==> src/sync_length_frame_deframer_top_macros.svh <==
// Assertion macros for the deframer RTL.
`ifndef SYNC_LENGTH_FRAME_DEFRAMER_TOP_MACROS_SVH
`define SYNC_LENGTH_FRAME_DEFRAMER_TOP_MACROS_SVH

`ifndef ASSERT_OFF
// Clocked check, disabled while reset is high.
`define SLFD_ASSERT(label, clk, rst, prop, msg) \
   label: assert property (@(posedge clk) disable iff (rst) prop) else $error(msg);
// Clocked check that also holds during reset.
`define SLFD_ASSERT_ALWAYS(label, clk, prop, msg) \
   label: assert property (@(posedge clk) prop) else $error(msg);
`else
`define SLFD_ASSERT(label, clk, rst, prop, msg)
`define SLFD_ASSERT_ALWAYS(label, clk, prop, msg)
`endif

`endif

==> src/slfd_pkg.sv <==
// Types and constants of the sync and length frame deframer.
`timescale 1ns / 1ps
`default_nettype none
package slfd_pkg;

   localparam logic [7:0] SYNC_FIRST_RESET  = 8'ha5;
   localparam logic [7:0] SYNC_SECOND_RESET = 8'h01;

   localparam int POS_W = 17;
   localparam logic [POS_W-1:0] LEN_LOW_POS  = 17'd3;
   localparam logic [POS_W-1:0] LEN_HIGH_POS = 17'd4;
   localparam logic [POS_W-1:0] FRAME_EXTRA  = 17'd8;
   localparam logic [POS_W-1:0] MIN_END_POS  = 17'd7;

   localparam int CSR_INDEX_W = 8;
   localparam logic [CSR_INDEX_W-1:0] CSR_SYNC_FIRST  = 8'd0;
   localparam logic [CSR_INDEX_W-1:0] CSR_SYNC_SECOND = 8'd1;

   localparam int QUEUE_DEPTH = 4;
   localparam int QUEUE_PTR_W = 2;
   localparam int QUEUE_CNT_W = 3;

   typedef struct packed {
      logic [7:0]       out_byte;
      logic [POS_W-1:0] byte_position;
      logic             frame_end;
   } result_type;

   typedef struct packed {
      logic [1:0] count;
      result_type first;
      result_type second;
   } push_type;

   typedef struct packed {
      logic [QUEUE_CNT_W-1:0] count;
      logic                   has_room;
   } queue_status_type;

endpackage
`default_nettype wire

==> src/slfd_parser.sv <==
// Frame state tracking and result generation for one byte per cycle while step is high.
`timescale 1ns / 1ps
`default_nettype none
module slfd_parser (
   input  wire                         clock,
   input  wire                         reset,
   input  wire                         step,
   input  wire  [7:0]                  in_byte,
   input  wire  [7:0]                  sync_first,
   input  wire  [7:0]                  sync_second,
   output slfd_pkg::push_type          push
);

   logic [slfd_pkg::POS_W-1:0] position_ff, position_in;
   logic [7:0]                 held_first_ff, held_first_in;
   logic [7:0]                 len_low_ff, len_low_in;
   logic [slfd_pkg::POS_W-1:0] total_ff, total_in;
   logic                       is_end;

   always_ff @(posedge clock) begin
      if (reset) begin
         position_ff   <= '0;
         held_first_ff <= '0;
         len_low_ff    <= '0;
         total_ff      <= '0;
      end else begin
         position_ff   <= position_in;
         held_first_ff <= held_first_in;
         len_low_ff    <= len_low_in;
         total_ff      <= total_in;
      end
   end

   always_comb begin
      position_in   = position_ff;
      held_first_in = held_first_ff;
      len_low_in    = len_low_ff;
      total_in      = total_ff;
      is_end        = 1'b0;
      push          = '0;
      push.first    = '{out_byte: in_byte, byte_position: position_ff, frame_end: 1'b0};
      push.second   = '{out_byte: in_byte, byte_position: position_ff, frame_end: 1'b0};
      if (step) begin
         if (position_ff == '0) begin
            held_first_in = in_byte;
            position_in   = 17'd1;
         end else if (position_ff == 17'd1) begin
            if (held_first_ff != sync_first || in_byte != sync_second) begin
               position_in = '0;
            end else begin
               push.count                = 2'd2;
               push.first.out_byte       = held_first_ff;
               push.first.byte_position  = '0;
               push.second.byte_position = 17'd1;
               position_in               = 17'd2;
            end
         end else begin
            if (position_ff == slfd_pkg::LEN_LOW_POS) begin
               len_low_in = in_byte;
            end
            if (position_ff == slfd_pkg::LEN_HIGH_POS) begin
               total_in = {1'b0, in_byte, len_low_ff} + slfd_pkg::FRAME_EXTRA;
            end
            // The end can only fall once the length is known.
            is_end = (position_ff >= slfd_pkg::LEN_HIGH_POS) &&
                     (({1'b0, position_ff} + 18'd1) == {1'b0, total_in});
            push.count           = 2'd1;
            push.first.frame_end = is_end;
            position_in          = is_end ? '0 : position_ff + 17'd1;
         end
      end
   end

endmodule
`default_nettype wire

==> src/slfd_queue.sv <==
// Small result queue that takes up to two entries and gives one per cycle while pop is high.
`timescale 1ns / 1ps
`default_nettype none
module slfd_queue (
   input  wire                              clock,
   input  wire                              reset,
   input  wire  slfd_pkg::push_type         push,
   input  wire                              pop,
   output slfd_pkg::result_type             head,
   output logic                             not_empty,
   output slfd_pkg::queue_status_type       status
);

   slfd_pkg::result_type mem [slfd_pkg::QUEUE_DEPTH];

   logic [slfd_pkg::QUEUE_PTR_W-1:0] wr_ptr_ff, wr_ptr_in;
   logic [slfd_pkg::QUEUE_PTR_W-1:0] rd_ptr_ff, rd_ptr_in;
   logic [slfd_pkg::QUEUE_CNT_W-1:0] count_ff, count_in;
   logic [slfd_pkg::QUEUE_PTR_W-1:0] wr_next_ptr;
   logic                             do_pop;

   assign do_pop      = pop && (count_ff != '0);
   assign wr_next_ptr = wr_ptr_ff + slfd_pkg::QUEUE_PTR_W'(1);
   assign wr_ptr_in   = wr_ptr_ff + slfd_pkg::QUEUE_PTR_W'(push.count);
   assign rd_ptr_in   = rd_ptr_ff + slfd_pkg::QUEUE_PTR_W'(do_pop);
   assign count_in    = count_ff + slfd_pkg::QUEUE_CNT_W'(push.count)
                        - slfd_pkg::QUEUE_CNT_W'(do_pop);

   always_ff @(posedge clock) begin
      if (reset) begin
         wr_ptr_ff <= '0;
         rd_ptr_ff <= '0;
         count_ff  <= '0;
      end else begin
         wr_ptr_ff <= wr_ptr_in;
         rd_ptr_ff <= rd_ptr_in;
         count_ff  <= count_in;
      end
   end

   always_ff @(posedge clock) begin
      if (push.count != 2'd0) begin
         mem[wr_ptr_ff] <= push.first;
      end
      if (push.count == 2'd2) begin
         mem[wr_next_ptr] <= push.second;
      end
   end

   assign head      = mem[rd_ptr_ff];
   assign not_empty = (count_ff != '0);
   // Room for the largest burst one byte can cause.
   assign status    = '{count: count_ff,
                        has_room: (count_ff <=
                                   slfd_pkg::QUEUE_CNT_W'(slfd_pkg::QUEUE_DEPTH - 2))};

endmodule
`default_nettype wire

==> src/sync_length_frame_deframer_top.sv <==
// Top level of the sync and length frame deframer.
//
// The block takes received serial bytes on the req_ channel, one per transfer, and
// returns the bytes of each accepted frame on the rsp_ channel, one per transfer,
// with the byte's position in its frame and a mark on the final byte. A frame opens
// with two sync bytes that must match the sync_first and sync_second registers;
// on a mismatch both are dropped and the hunt starts again. Bytes 3 and 4 hold an
// unsigned little-endian content length, and the frame is that length plus 8 long.
// The two sync bytes come out as two transfers once the second one is checked.
// The csr_ channel writes the sync registers (index 0 and 1); other indexes are
// ignored. It is always ready and should be used only while the block is idle.
// A byte accepted on req_ is registered in the input register, then checked by
// the parser and written into the result queue, whose head is offered on rsp_.
// One byte can be taken every cycle while the queue has room. The four-entry
// result queue takes a byte only while it has room for two results; the first
// sync byte gives no result and the second gives two, so a steady stream to a
// ready receiver never waits. When the receiver stalls the queue fills and
// req_ready falls; nothing is lost. Reset clears the frame state, the queue and
// the input register, and loads the sync registers with 0xa5 and 0x01.
`timescale 1ns / 1ps
`default_nettype none
`include "sync_length_frame_deframer_top_macros.svh"
module sync_length_frame_deframer_top (
   input  wire                                  clock,
   input  wire                                  reset,
   input  wire                                  req_valid,
   output logic                                 req_ready,
   input  wire  [7:0]                           req_in_byte,
   output logic                                 rsp_valid,
   input  wire                                  rsp_ready,
   output logic [7:0]                           rsp_out_byte,
   output logic [slfd_pkg::POS_W-1:0]           rsp_byte_position,
   output logic                                 rsp_frame_end,
   input  wire                                  csr_valid,
   output logic                                 csr_ready,
   input  wire  [slfd_pkg::CSR_INDEX_W-1:0]     csr_index,
   input  wire  [7:0]                           csr_wdata
);

   // Configuration registers.
   logic [7:0] sync_first_ff, sync_first_in;
   logic [7:0] sync_second_ff, sync_second_in;

   // Input register holding one received byte.
   logic       in_valid_ff, in_valid_in;
   logic [7:0] in_byte_ff, in_byte_in;

   logic                              advance;
   slfd_pkg::push_type                push;
   slfd_pkg::result_type              head;
   slfd_pkg::queue_status_type        queue_status;

   assign csr_ready = 1'b1;

   // Register decode for the configuration port.
   always_comb begin
      sync_first_in  = sync_first_ff;
      sync_second_in = sync_second_ff;
      if (csr_valid) begin
         unique case (csr_index)
            slfd_pkg::CSR_SYNC_FIRST:  sync_first_in  = csr_wdata;
            slfd_pkg::CSR_SYNC_SECOND: sync_second_in = csr_wdata;
            default: ;
         endcase
      end
   end

   always_ff @(posedge clock) begin
      if (reset) begin
         sync_first_ff  <= slfd_pkg::SYNC_FIRST_RESET;
         sync_second_ff <= slfd_pkg::SYNC_SECOND_RESET;
      end else begin
         sync_first_ff  <= sync_first_in;
         sync_second_ff <= sync_second_in;
      end
   end

   // The held byte moves into the parser when the queue can take its results.
   // A new byte is taken whenever the input register is empty or emptying.
   assign advance     = in_valid_ff && queue_status.has_room;
   assign req_ready   = !in_valid_ff || advance;
   assign in_valid_in = (req_valid && req_ready) ? 1'b1 : (in_valid_ff && !advance);
   assign in_byte_in  = (req_valid && req_ready) ? req_in_byte : in_byte_ff;

   always_ff @(posedge clock) begin
      if (reset) begin
         in_valid_ff <= 1'b0;
      end else begin
         in_valid_ff <= in_valid_in;
      end
   end

   always_ff @(posedge clock) begin
      in_byte_ff <= in_byte_in;
   end

   slfd_parser u_parser (
      .clock       (clock),
      .reset       (reset),
      .step        (advance),
      .in_byte     (in_byte_ff),
      .sync_first  (sync_first_ff),
      .sync_second (sync_second_ff),
      .push        (push)
   );

   slfd_queue u_queue (
      .clock     (clock),
      .reset     (reset),
      .push      (push),
      .pop       (rsp_ready),
      .head      (head),
      .not_empty (rsp_valid),
      .status    (queue_status)
   );

   assign rsp_out_byte      = head.out_byte;
   assign rsp_byte_position = head.byte_position;
   assign rsp_frame_end     = head.frame_end;

   // The queue never holds more entries than it has. While reset is high the
   // count may not be known yet, so the check passes then.
   `SLFD_ASSERT_ALWAYS(a_queue_bound, clock,
      reset || queue_status.count <= slfd_pkg::QUEUE_CNT_W'(slfd_pkg::QUEUE_DEPTH),
      "result queue overflow")

   // A two-result burst is always the sync pair at positions zero and one.
   `SLFD_ASSERT(a_sync_pair, clock, reset,
      push.count == 2'd2 |-> (push.first.byte_position == '0 &&
                              push.second.byte_position == 17'd1),
      "sync pair positions wrong")

   // No frame is shorter than eight bytes.
   `SLFD_ASSERT(a_min_frame, clock, reset,
      rsp_valid && rsp_frame_end |-> rsp_byte_position >= slfd_pkg::MIN_END_POS,
      "frame ended too early")

   // Results are only produced for a byte that was held in the input register.
   `SLFD_ASSERT(a_push_source, clock, reset,
      push.count != 2'd0 |-> advance,
      "result produced without an input byte")

endmodule
`default_nettype wire

==> config.mk <==
export PLATFORM = sky130hd
export DESIGN_NAME = sync_length_frame_deframer_top
export DESIGN_NICKNAME = d
export VERILOG_FILES = /design/src/slfd_pkg.sv /design/src/slfd_parser.sv /design/src/slfd_queue.sv /design/src/sync_length_frame_deframer_top.sv
export VERILOG_INCLUDE_DIRS = /design/src /design/src/src
export SDC_FILE = /design/constraint.sdc
export NUM_CORES = 1
export LEC_CHECK = 0
export ABC_AREA = 0
export BUFFER_PORTS_ARGS = -buffer_cell sky130_fd_sc_hd__buf_4
export CORE_MARGIN = 2
export CORE_UTILIZATION = 35
export CTS_CLUSTER_DIAMETER = 80
export CTS_CLUSTER_SIZE = 14
export DETAILED_ROUTE_END_ITERATION = 7
export SLEW_MARGIN = 30
export SYNTH_ARGS = -nofsm -noshare
export SYNTH_HDL_FRONTEND = slang
export SYNTH_SLANG_ARGS = --single-unit
==> constraint.sdc <==
create_clock -name clock -period 4.7 [get_ports clock]
set_clock_uncertainty 0.2 [all_clocks]
set_input_delay 0.235 -clock clock [delete_from_list [all_inputs] [get_ports clock]]
set_output_delay 0.235 -clock clock [all_outputs]
set_load 0.01 [all_outputs]
==> reports/results.tsv <==
stage	metric	value	unit
timing	Slew HR	0.405	
drt	vias	6393	
die	row count	59	
placed_design	port buffer count	56	
layout	ant diodes	0	
synth	post-synthesis simple-gate area fraction	0.163	
synth	Top FF cell, synth	edfxtp_1	
synth	mux cell area share after synthesis	0.105	
synth	area share of the largest cell type after synthesis	0.356	
run	MaxCap Viol Count	0	
timing	fmax	238	MHz
hold_path	worst hold stages	4	
critical_path	slowest CP cell	or4_1	
drt	DR WL/cell	17.9	um
die	initial core utilization	0.353	
critical_path	WP buf/inv	2	
global_route	pin count of the biggest net entering global routing	66	
synth	Synth Area in Adders	0.0146	
critical_path	Critical R2R Capture	u_parser.position_ff[13]	
critical_path	Crit Path Class	reg -> reg	
synth	Post-synth EDFFs	108	
global_route	first-pass GRT wire length	34800	um
drt	DRC errors left	0	
drt	drt total wl	21900	um
synth	post-synth top area cell	edfxtp_1	
synth	syn nets	864	
cts	Clock Latency Late Sink	430	ps
drt	Vias/cell	5.22	
cts	clk root buf	clkbuf_16	
synth	synthesized instance count	825	
synth	main combinational cell family by area after synthesis	simple AND/OR/NAND/NOR gates	
critical_path	crit-path max cell delay	710	ps
synth	Compound-Gate Fraction of Synth Area	0.0960	
die	# IOs	58	
cts	CTS Buffer Depth	2	
global_route	Congestion Overflow GR	0	
layout	P&R area growth vs syn	17.4	%
synth	xor/xnor share of the synthesized area	0.0538	
global_route	GRT Total Usage	0.166	
die	Die Y	165	um
timing	Fin. Hold Viols	0	
synth	syn avg cell area	11.0	sq um
cts	CTS Sinks	186	
cts	post-CTS repair timing setup buffer count	0	
critical_path	Worst Path Max Fanout	14	
status	outcome	completed	
layout	nets	916	
critical_path	critical path, cell by cell	inv_1, ha_1, or4bb_1, or4_1, a211oi_2, o21ai_1, a2111oi_4, nand4_2, buf_4, or2_1, a32o_1	
critical_path	depth of the worst register-to-register path	11	
cts	H-tree levels	4	
layout	commonest non-fill, non-tap cell in the layout	nor2_1	
timing	setup violators final	0	
cts	CTS tree	yes	
synth	top post-synthesis cells by area	edfxtp_1 36%, dfxtp_1 17%, mux4_2 6.4%	
critical_path	worst setup path start	u_parser.position_ff[0]	
placed_design	Inst Count DP	1176	
global_route	initial antenna violation count	0	
die	die width	165	um
global_route	vias in the first global route	6117	
placed_design	routability cong.	0.890	
power	LEAKAGE	0.00394	uW
power	Cell Pwr Density	365	nW/um^2
critical_path	crit path launch type	register	
hold_path	Worst Hold End	sync_first_ff[1]	
power	VDD IR max	279	uV
die	die area	27300	sq um
critical_path	delay-heaviest family, CP	simple AND/OR/NAND/NOR gates	
hold_path	Hold WC Path Type	in -> reg	
drt	router iterations before antenna repair	5	
cts	Num CTS Buffers	17	
critical_path	RR Startpoint	u_parser.position_ff[0]	
layout	layout cells sized above 1	0.171	
timing	Period minus WS final	4200	ps
synth	library cells used by synthesis	61	
timing	period utilization	0.894	
synth	Seq/Total Area, Yosys	0.527	
critical_path	CP arrival	4320	ps
critical_path	crit path capture type	register	
hold_path	hold_sp	csr_index[0]	
timing	Worst Tran Pin Value	885	ps
critical_path	R2R setup slack	500	ps
timing	count of final max-slew check failures	0	
synth	Yosys warning count	0	
critical_path	Worst EP required	4820	ps
cts	Clock transition at path regs	70	ps
drt	Starting DRT DRC Count	555	
synth	FFs w/ async S/R, synth	0	
placed_design	post-DP HPWL	14800	um
timing	Fin Setup TNS	0	ps
die	core footprint	25800	sq um
synth	Mapped Area	9110	sq um
layout	most frequent cells in the layout	109 x nor2_1, 108 x edfxtp_1, 79 x buf_4, 77 x dfxtp_1, 49 x nand2_1	
synth	Yosys reg bits	186	
cts	# resized after CTS	0	
drt	ANT nets after route	0	
layout	Cell Count, Final, Fillers Out	1225	
timing	RSZ-0062 raised after global routing	no	
[worst max path at each step]
stage	depth (start not counted)	to
after global placement	10	u_queue.mem[0][0]
final	11	u_parser.position_ff[13]
after global routing	11	u_parser.position_ff[13]
after detailed placement	11	u_parser.position_ff[13]
after floorplan	12	u_queue.count_ff[2]
after CTS	11	u_parser.position_ff[13]
[synth_stat cells, drive strengths merged (17+ instances only)]
master  instances
a21oi          22
and3           40
clkbuf         51
dfxtp          78
edfxtp        108
inv            23
mux2i          37
mux4           26
nand2          49
nand3          17
nor2          110
nor3           20
xnor2          34
xor2           22
[tightest hold or removal path: stages]
cell	delay, ps
buf_4	90
nor2_2	110
mux2i_1	140
nor2_1	70
[power breakdown]
| part | total (uW) | internal, uW | switching, uW |
|---|---|---|---|
| registers | 1860 | 1750 | 104 |
| clock network | 1510 | 881 | 631 |
| logic | 542 | 309 | 234 |
| total | 3910 | 2940 | 968 |
[area by class of cell]
class	instances	area (sq um)
sequential	186	4810
fill	2466	15100
clock inverter	11	164
inverter	25	93.8
timing repair buffer	97	783
tap	335	419
clock buffer	21	462
multi-input combinational	550	3970
[logic make-up after synthesis]
| group | Yosys count |
|---|---|
| other | 1 |
| AND/OR/NAND/NOR | 301 |
| flip-flops | 186 |
| buffers and inverters | 89 |
| adder cells (fa/ha/maj) | 10 |
| XOR/XNOR | 56 |
| AO/OA/AOI/OAI | 119 |
| multiplexers | 63 |
[registers in the layout, indices dropped and copies added (netlist names), 3 cells and up]
| name | cells |
|---|---|
| in_byte_ff | 8 |
| u_parser.total_ff | 17 |
| u_queue.mem | 104 |
| sync_second_ff | 8 |
| sync_first_ff | 8 |
| u_parser.position_ff | 17 |
| u_parser.held_first_ff | 8 |
| u_queue.count_ff | 3 |
| u_parser.len_low_ff | 8 |
[per-stage QoR]
step	hold slack [ps]	instance area (sq um)	total power [uW]	setup slack, ps	util
3_5_place_dp	215	9890	2430	551	0.383
6_report	51.9	10700	3910	498	0.414
4_1_cts	84.3	10700	3960	526	0.413
2_1_floorplan	134	9110	2210	969	-
5_1_grt	65.7	10700	4080	212	0.414
3_3_place_gp	216	9880	2420	584	0.383
[per-layer routing]
metal  GRT usage  wire length, um  vias to the layer above
li1            -                -                     3130
met1       0.231            10200                     3066
met2       0.266            10400                      169
met3      0.0270              973                       28
met4      0.0533              347                        0
met5           0                0                        -
[repair_timing]
action	4_1_cts	5_1_grt
setup endpoints to repair	0	0
endpoints found under the hold margin	25	0
hold buffers	17	0
(Power assumes the default switching activity.)
